File: src/hdl/delimiter_nesting_tokenizer_assert.svh
// Assertion helpers for the tokenizer. Both expect clk and rst in scope.
`ifndef DELIMITER_NESTING_TOKENIZER_ASSERT_SVH
`define DELIMITER_NESTING_TOKENIZER_ASSERT_SVH

// Same-cycle implication.
`define DNT_ASSERT_IMPLY(label, ante, cons, msg) \
  label: assert property (@(posedge clk) disable iff (rst) (ante) |-> (cons)) \
    else $error(msg);

// Next-cycle implication.
`define DNT_ASSERT_NEXT(label, ante, cons, msg) \
  label: assert property (@(posedge clk) disable iff (rst) (ante) |=> (cons)) \
    else $error(msg);

`endif

File: src/hdl/dnt_pkg.sv
package dnt_pkg;

  localparam int BYTE_W    = 8;
  localparam int TOK_W     = 16;
  localparam int DEPTH_W   = 5;
  localparam int NUM_PAIRS = 3;
  localparam int OUT_W     = 48;

  typedef enum logic [2:0] {
    CLS_CONTENT = 3'd0,
    CLS_ESCAPE  = 3'd1,
    CLS_ESCAPED = 3'd2,
    CLS_OPEN    = 3'd3,
    CLS_CLOSE   = 3'd4,
    CLS_IGNORED = 3'd5
  } byte_class_t;

  typedef enum logic [2:0] {
    ST_OK       = 3'd0,
    ST_NO_OPEN  = 3'd1,
    ST_MISMATCH = 3'd2,
    ST_UNCLOSED = 3'd3,
    ST_OVERFLOW = 3'd4
  } status_t;

  typedef enum logic [2:0] {
    REG_ESCAPE  = 3'd0,
    REG_OPEN_A  = 3'd1,
    REG_CLOSE_A = 3'd2,
    REG_OPEN_B  = 3'd3,
    REG_CLOSE_B = 3'd4,
    REG_OPEN_C  = 3'd5,
    REG_CLOSE_C = 3'd6,
    REG_PAIRS   = 3'd7
  } cfg_reg_t;

  // Packed lowest field last so byte_class lands in the low bits of tdata.
  typedef struct packed {
    logic [1:0]         pad;
    status_t            status;
    logic [1:0]         last_delim;
    logic [DEPTH_W-1:0] nest_depth;
    logic [TOK_W-1:0]   token_length;
    logic [TOK_W-1:0]   token_begin;
    logic               token_ready;
    byte_class_t        byte_class;
  } result_t;

endpackage

File: src/hdl/delimiter_nesting_tokenizer.sv
// Channel   Dir  Handshake                     Contents
// s_axis    in   s_axis_tvalid/s_axis_tready   source byte, tlast on final byte
// m_axis    out  m_axis_tvalid/m_axis_tready   one result per byte
// cfg       in   cfg_valid/cfg_ready           register index and 8-bit value
//
// One byte per cycle unless m_axis stalls; a byte is registered, then its result.
// The stack top and the entry below it sit in registers; the stack memory is read
// one entry ahead on each pop, so back-to-back pushes and pops never stall.
// rst is synchronous and clears all control state; no clearing pass is needed.
// A stalled m_axis holds the result register and backs up into s_axis_tready.
`include "delimiter_nesting_tokenizer_assert.svh"

module delimiter_nesting_tokenizer #(
  parameter int STACK_DEPTH = 16,
  parameter int POS_BITS    = 16
) (
  input  logic                        clk,
  input  logic                        rst,
  input  logic                        s_axis_tvalid,
  output logic                        s_axis_tready,
  input  logic [dnt_pkg::BYTE_W-1:0]  s_axis_tdata,  // [7:0] byte_in
  input  logic                        s_axis_tlast,
  output logic                        m_axis_tvalid,
  input  logic                        m_axis_tready,
  // [2:0] byte_class, [3] token_ready, [19:4] token_begin, [35:20] token_length,
  // [40:36] nest_depth, [42:41] last_delim, [45:43] status, [47:46] zero
  output logic [dnt_pkg::OUT_W-1:0]   m_axis_tdata,
  input  logic                        cfg_valid,
  output logic                        cfg_ready,
  input  logic [2:0]                  cfg_index,
  input  logic [dnt_pkg::BYTE_W-1:0]  cfg_data
);

  import dnt_pkg::*;

  localparam int CNT_W = $clog2(STACK_DEPTH + 1);
  localparam int IDX_W = (STACK_DEPTH > 1) ? $clog2(STACK_DEPTH) : 1;

  // configuration registers
  logic [BYTE_W-1:0] esc_chr;
  logic [BYTE_W-1:0] open_chr  [NUM_PAIRS];
  logic [BYTE_W-1:0] close_chr [NUM_PAIRS];
  logic [1:0]        pairs;

  assign cfg_ready = 1'b1;

  always_ff @(posedge clk) begin
    if (rst) begin
      esc_chr      <= 8'd92;
      open_chr[0]  <= 8'd40;
      close_chr[0] <= 8'd41;
      open_chr[1]  <= 8'd91;
      close_chr[1] <= 8'd93;
      open_chr[2]  <= 8'd123;
      close_chr[2] <= 8'd125;
      pairs        <= 2'd3;
    end else if (cfg_valid) begin
      case (cfg_reg_t'(cfg_index))
        REG_ESCAPE:  esc_chr      <= cfg_data;
        REG_OPEN_A:  open_chr[0]  <= cfg_data;
        REG_CLOSE_A: close_chr[0] <= cfg_data;
        REG_OPEN_B:  open_chr[1]  <= cfg_data;
        REG_CLOSE_B: close_chr[1] <= cfg_data;
        REG_OPEN_C:  open_chr[2]  <= cfg_data;
        REG_CLOSE_C: close_chr[2] <= cfg_data;
        REG_PAIRS:   pairs        <= cfg_data[1:0];
        default: ;
      endcase
    end
  end

  // input register and flow control
  logic              in_valid;
  logic [BYTE_W-1:0] in_byte;
  logic              in_last;
  logic              out_free;
  logic              adv;

  assign out_free      = !m_axis_tvalid || m_axis_tready;
  assign adv           = in_valid && out_free;
  assign s_axis_tready = !in_valid || out_free;

  always_ff @(posedge clk) begin
    if (rst) begin
      in_valid <= 1'b0;
    end else if (s_axis_tready) begin
      in_valid <= s_axis_tvalid;
    end
  end

  always_ff @(posedge clk) begin
    if (s_axis_tvalid && s_axis_tready) begin
      in_byte <= s_axis_tdata;
      in_last <= s_axis_tlast;
    end
  end

  // tokenizer state
  logic [CNT_W-1:0]    count, count_next;
  logic [1:0]          top, top_next;
  logic [1:0]          below;
  logic                esc_pend, esc_pend_next;
  logic [POS_BITS-1:0] pos, pos_next;
  logic [POS_BITS-1:0] tstart, tstart_next;
  status_t             err, err_next;
  logic [1:0]          recent, recent_next;
  logic [1:0]          stack_mem [STACK_DEPTH];

  logic                push, pop, found, tok;
  logic [1:0]          push_code;
  logic [POS_BITS-1:0] tbeg, tlen;
  logic [NUM_PAIRS-1:0] en;
  byte_class_t         cls;
  result_t             res_next;

  assign en[0] = (pairs != 2'd0);
  assign en[1] = (pairs[1] == 1'b1);
  assign en[2] = (pairs == 2'd3);

  always_comb begin
    cls           = CLS_CONTENT;
    tok           = 1'b0;
    tbeg          = '0;
    tlen          = '0;
    push          = 1'b0;
    pop           = 1'b0;
    push_code     = 2'd0;
    found         = 1'b0;
    count_next    = count;
    top_next      = top;
    esc_pend_next = esc_pend;
    pos_next      = pos;
    tstart_next   = tstart;
    err_next      = err;
    recent_next   = recent;

    if (err != ST_OK) begin
      cls = CLS_IGNORED;
    end else if (esc_pend) begin
      esc_pend_next = 1'b0;
      cls           = CLS_ESCAPED;
      pos_next      = pos + 1'b1;
    end else if (in_byte == esc_chr) begin
      esc_pend_next = 1'b1;
      cls           = CLS_ESCAPE;
      pos_next      = pos + 1'b1;
    end else begin
      // pairs in order: matching close pops, then open pushes
      for (int i = 0; i < NUM_PAIRS; i++) begin
        if (!found && en[i]) begin
          if (count != '0 && in_byte == close_chr[i] && top == 2'(i + 1)) begin
            pop         = 1'b1;
            found       = 1'b1;
            cls         = CLS_CLOSE;
            recent_next = 2'd0;
            count_next  = count - 1'b1;
            top_next    = below;
          end else if (in_byte == open_chr[i]) begin
            found = 1'b1;
            cls   = CLS_OPEN;
            if (count == CNT_W'(STACK_DEPTH)) begin
              err_next = ST_OVERFLOW;
            end else begin
              push        = 1'b1;
              push_code   = 2'(i + 1);
              recent_next = 2'(i + 1);
              count_next  = count + 1'b1;
              top_next    = 2'(i + 1);
            end
          end
        end
      end
      // unmatched close
      for (int i = 0; i < NUM_PAIRS; i++) begin
        if (!found && en[i] && in_byte == close_chr[i]) begin
          found    = 1'b1;
          cls      = CLS_CLOSE;
          err_next = (count == '0) ? ST_NO_OPEN : ST_MISMATCH;
        end
      end
      if (found && err_next == ST_OK) begin
        tok         = 1'b1;
        tbeg        = tstart;
        tlen        = pos - tstart;
        tstart_next = pos + 1'b1;
      end
      if (err_next == ST_OK) begin
        pos_next = pos + 1'b1;
      end
    end

    // end of source: open pairs are an error, else flush the final token
    if (cls != CLS_IGNORED && err_next == ST_OK && in_last) begin
      if (count_next != '0) begin
        err_next = ST_UNCLOSED;
      end else if (!tok) begin
        tok         = 1'b1;
        tbeg        = tstart_next;
        tlen        = pos_next - tstart_next;
        tstart_next = pos_next;
      end
    end

    res_next.pad          = 2'b00;
    res_next.status       = err_next;
    res_next.last_delim   = recent_next;
    res_next.nest_depth   = DEPTH_W'(count_next);
    res_next.token_length = TOK_W'(tlen);
    res_next.token_begin  = TOK_W'(tbeg);
    res_next.token_ready  = tok;
    res_next.byte_class   = cls;
  end

  always_ff @(posedge clk) begin
    if (rst) begin
      count    <= '0;
      esc_pend <= 1'b0;
      pos      <= '0;
      tstart   <= '0;
      err      <= ST_OK;
      recent   <= 2'd0;
    end else if (adv) begin
      count    <= count_next;
      esc_pend <= esc_pend_next;
      pos      <= pos_next;
      tstart   <= tstart_next;
      err      <= err_next;
      recent   <= recent_next;
    end
  end

  // stack memory; below holds the entry under the top, prefetched on a pop
  always_ff @(posedge clk) begin
    if (adv) begin
      top <= top_next;
      if (push) begin
        stack_mem[count[IDX_W-1:0]] <= push_code;
        below                        <= top;
      end else if (pop) begin
        below <= stack_mem[IDX_W'(count - CNT_W'(3))];
      end
    end
  end

  // result register
  always_ff @(posedge clk) begin
    if (rst) begin
      m_axis_tvalid <= 1'b0;
    end else if (out_free) begin
      m_axis_tvalid <= in_valid;
    end
  end

  always_ff @(posedge clk) begin
    if (adv) begin
      m_axis_tdata <= res_next;
    end
  end

  `DNT_ASSERT_NEXT(a_err_sticky, err != ST_OK, $stable(err), "error code changed once held")
  `DNT_ASSERT_IMPLY(a_unclosed_depth, err == ST_UNCLOSED, count != '0, "unclosed with empty stack")
  `DNT_ASSERT_IMPLY(a_depth_bound, in_valid, count <= CNT_W'(STACK_DEPTH), "stack count past depth")
  `DNT_ASSERT_NEXT(a_idle_hold, !adv, $stable(pos) && $stable(count), "state moved without an item")

endmodule

File: config.mk
export PLATFORM = sky130hd
export DESIGN_NAME = delimiter_nesting_tokenizer
export DESIGN_NICKNAME = d
export VERILOG_FILES = /design/src/hdl/dnt_pkg.sv /design/src/hdl/delimiter_nesting_tokenizer.sv
export VERILOG_INCLUDE_DIRS = /design/src /design/src/hdl
export SDC_FILE = /design/constraint.sdc
export NUM_CORES = 1
export LEC_CHECK = 0
export ABC_CLOCK_PERIOD_IN_PS = 7200
export BUFFER_PORTS_ARGS = -buffer_cell sky130_fd_sc_hd__buf_2
export CELL_PAD_IN_SITES_DETAIL_PLACEMENT = 0
export CELL_PAD_IN_SITES_GLOBAL_PLACEMENT = 2
export CORE_MARGIN = 2
export CORE_UTILIZATION = 40
export DETAILED_ROUTE_END_ITERATION = 10
export PLACE_DENSITY_LB_ADDON = 0.1
export SETUP_SLACK_MARGIN = 0.15
export SLEW_MARGIN = 20
export SYNTH_ARGS = -nofsm -noshare
export SYNTH_HDL_FRONTEND = slang
export SYNTH_SLANG_ARGS = --single-unit
File: constraint.sdc
create_clock -name clk -period 7.2 [get_ports clk]
set_input_delay 0.72 -clock clk [delete_from_list [all_inputs] [get_ports clk]]
set_output_delay 0.72 -clock clk [all_outputs]
set_load 0.02 [all_outputs]
==> impl_metrics.yaml <==
timing:
  finalMaxSlewViolations: 0
  maxSlewHeadroom_pct: 35.3
  hold_ws_ns: 0.443
  worst_pin_slew_ns: 0.970
  fmax_ghz: 0.166
  tns_ns: 0
  rsz0062_at_grt: "no"
  finalSetupViolCount: 0
  skew_ns: 0.0168
  period_share_pct: 83.4
  hold_violations: 0
  min_period_ns: 6.01
layout:
  final_layout_size_suffix_gt1_share_pct: 15.9
  final_core_util_pct: 44.9
  area_growth_pct: 10.2
  antenna_cells: 0
  final_common_cell: "edfxtp_1"
  final_cell_mix: "edfxtp_1 (139), nor2_1 (115), nand2_1 (103), a21oi_1 (77), buf_2 (72)"
  final_nets: 1203
critical_path:
  worstSetupPathDepth: 26
  cp-endpoint: "m_axis_tdata[29]"
  crit_path_end_kind: "flop"
  crit_start: "count[1]"
  cp_slowest_stage_delay_ns: 0.55
  path_class: "reg -> reg"
  worstPathArrival_ns: 6.18
  cp_slowest_cell: "dfxtp_1"
  reg2reg_from: "count[1]"
  r2r_setup_slack_ns: 1.19
  cp.required_ns: 7.37
  crit_family: "compound AO/OA/AOI/OAI gates"
  path_max_fanout: 11
  critPathBufInv: 2
  crit_path_start_kind: "flop"
  r2r_cells: 26
  timing.rr.end: "m_axis_tdata[29]"
floorplan:
  initial_core_util_pct: 40.7
  die_area_mm2: 0.0296
  die_w_um: 172
  fp-row-count: 61
  die_h_um: 172
  coreArea_mm2: 0.0278
  ios: 76
clock_tree:
  htree_levels: 4
  clk_pin_slew_ns: 0.08
  cts_buffers: 17
  clk_path_buf_depth: 2
  root_buffer: "clkbuf_16"
  cts_tree: "yes"
  postCtsSetupBuffers: 0
  clk-insertion-delay-late_ns: 0.45
  clock_sinks: 194
  ctsResizeCount: 0
  postCtsHoldBufs: 0
synthesis:
  synth.distinct_cells: 92
  synth_adder_area_share_pct: 3.89
  ys_ff_latch: 194
  synth_cells: 1094
  synth-edff-count: 139
  synth_top_family_by_area: "simple AND/OR/NAND/NOR gates"
  avgSynthCellArea_um2: 10.3
  yosys.area_share.simple_pct: 16.8
  synth_xor_area_share_pct: 10.7
  synth_mux_area_share_pct: 2.89
  synth_compound_area_share_pct: 13.6
  ys_seq_area_share_pct: 46.6
  ys.flop_type: "edfxtp_1"
  async_flop_share_pct: 0
  netlist_area_mm2: 0.0113
  ys_warn_count: 0
  yosysTopAreaCell: "edfxtp_1"
  synth.top_cell.area_share_pct: 36.9
  netlist_top_cells_area: "edfxtp_1 (37%), dfxtp_1 (9.7%), xnor2_1 (5.3%)"
pwr:
  power.total_uw: 2710
  pwr_density_cell_mw_per_mm2: 217
  p_leak_uw: 0.00453
  peakVddDrop_mv: 0.129
routing:
  wl_per_cell_um: 19.6
  drt-pass1-iter-count: 5
  antenna_left: 0
  drcViolationCount: 0
  drt-total-wl_um: 30100
  via_per_inst: 5.33
  drt-initial-drc-count: 576
  vias: 8177
grt:
  grt_pass1_vias: 7990
  antenna_found_initial: 0
  grt_pass1_wl_um: 46800
  grt_max_degree: 64
  track_usage_pct: 21.0
  grt_overflow: 0
run:
  drv_cap: 0
placement:
  place_hpwl_um: 21500
  port_buffers: 72
  gp_congestion: 0.878
hold_path:
  hold_class: "in -> reg"
  hold_start: "s_axis_tdata[2]"
outcome:
  status: "completed"
==> report_power, final <==
part           total (uW)  switching, uW  internal, uW
clock network        1010            505           501
registers            1290           36.5          1250
logic                 413            251           161
total                2710            793          1910
==> cell type report <==
type | instances | area (um2)
Inverter | 46 | 173
Multi-Input combinational cell | 795 | 5430
Clock inverter | 15 | 190
Tap cell | 378 | 473
Sequential cell | 194 | 5280
Clock buffer | 17 | 425
Timing Repair Buffer | 90 | 495
Fill cell | 2745 | 15300
==> per-stage QoR <==
step | cell area [um2] | worst slack [ns] | cells
2_1_floorplan | 11300 | 1.48 | 1095
3_3_place_gp | 11800 | 1.30 | 1503
3_5_place_dp | 11800 | 1.28 | 1503
4_1_cts | 12500 | 1.25 | 1535
5_1_grt | 12500 | 0.670 | 1535
6_report | 12500 | 1.19 | 1535
==> cell usage after synthesis (all sizes together), types with 3 or more instances <==
library cell,instances
o22ai,21
nand2b,16
clkbuf,35
a31oi,10
a41o,3
nor2,117
and2,21
ha,32
nand4,12
a211o,3
dfxtp,55
o21bai,9
o211ai,8
o21a,3
a31o,6
a21o,8
buf,22
a22oi,4
inv,45
mux4,10
o31ai,6
nor4,10
nand3b,8
a21oi,78
nor3,20
nand2,105
edfxtp,139
nor2b,5
nand3,19
and3,15
xor2,60
o21ai,40
mux2i,9
nor4b,3
xnor2,73
or3,9
a211oi,17
==> metal layers <==
layer / track usage (%) / up-vias / share of wire, %
met3: 2.66 / 38 / 3.8
met1: 29.2 / 3959 / 48
li1: - / 4007 / -
met5: 0 / - / 0
met2: 34.2 / 173 / 47
met4: 6.54 / 0 / 2.0
==> how the worst min path moves through the flow <==
stage	slack (ns)	to	cells past startpoint
detailed placement	0.45	recent[1]	2
CTS	0.43	in_byte[2]	1
global route	0.44	in_byte[2]	1
floorplan	0.44	recent[1]	2
global placement	0.45	recent[1]	2
finish	0.44	in_byte[2]	1
==> flip-flops by register name, indices dropped and copies added (netlist names) <==
signal / cells
tstart: 16
esc_pend: 1
close_chr: 24
recent: 2
in_last: 1
open_chr: 24
m_axis_tdata: 46
pairs: 2
pos: 16
top: 2
in_valid: 1
stack_mem: 32
err: 3
in_byte: 8
esc_chr: 8
below: 2
m_axis_tvalid: 1
count: 5
==> cell families after synthesis <==
logic type,count (synthesis)
compound gates,233
xor+xnor,133
fa+ha+maj,34
buf+inv,106
flops,194
mux,20
other cells,2
simple gates,372
Note: power is estimated with default switching activity, not from simulation.
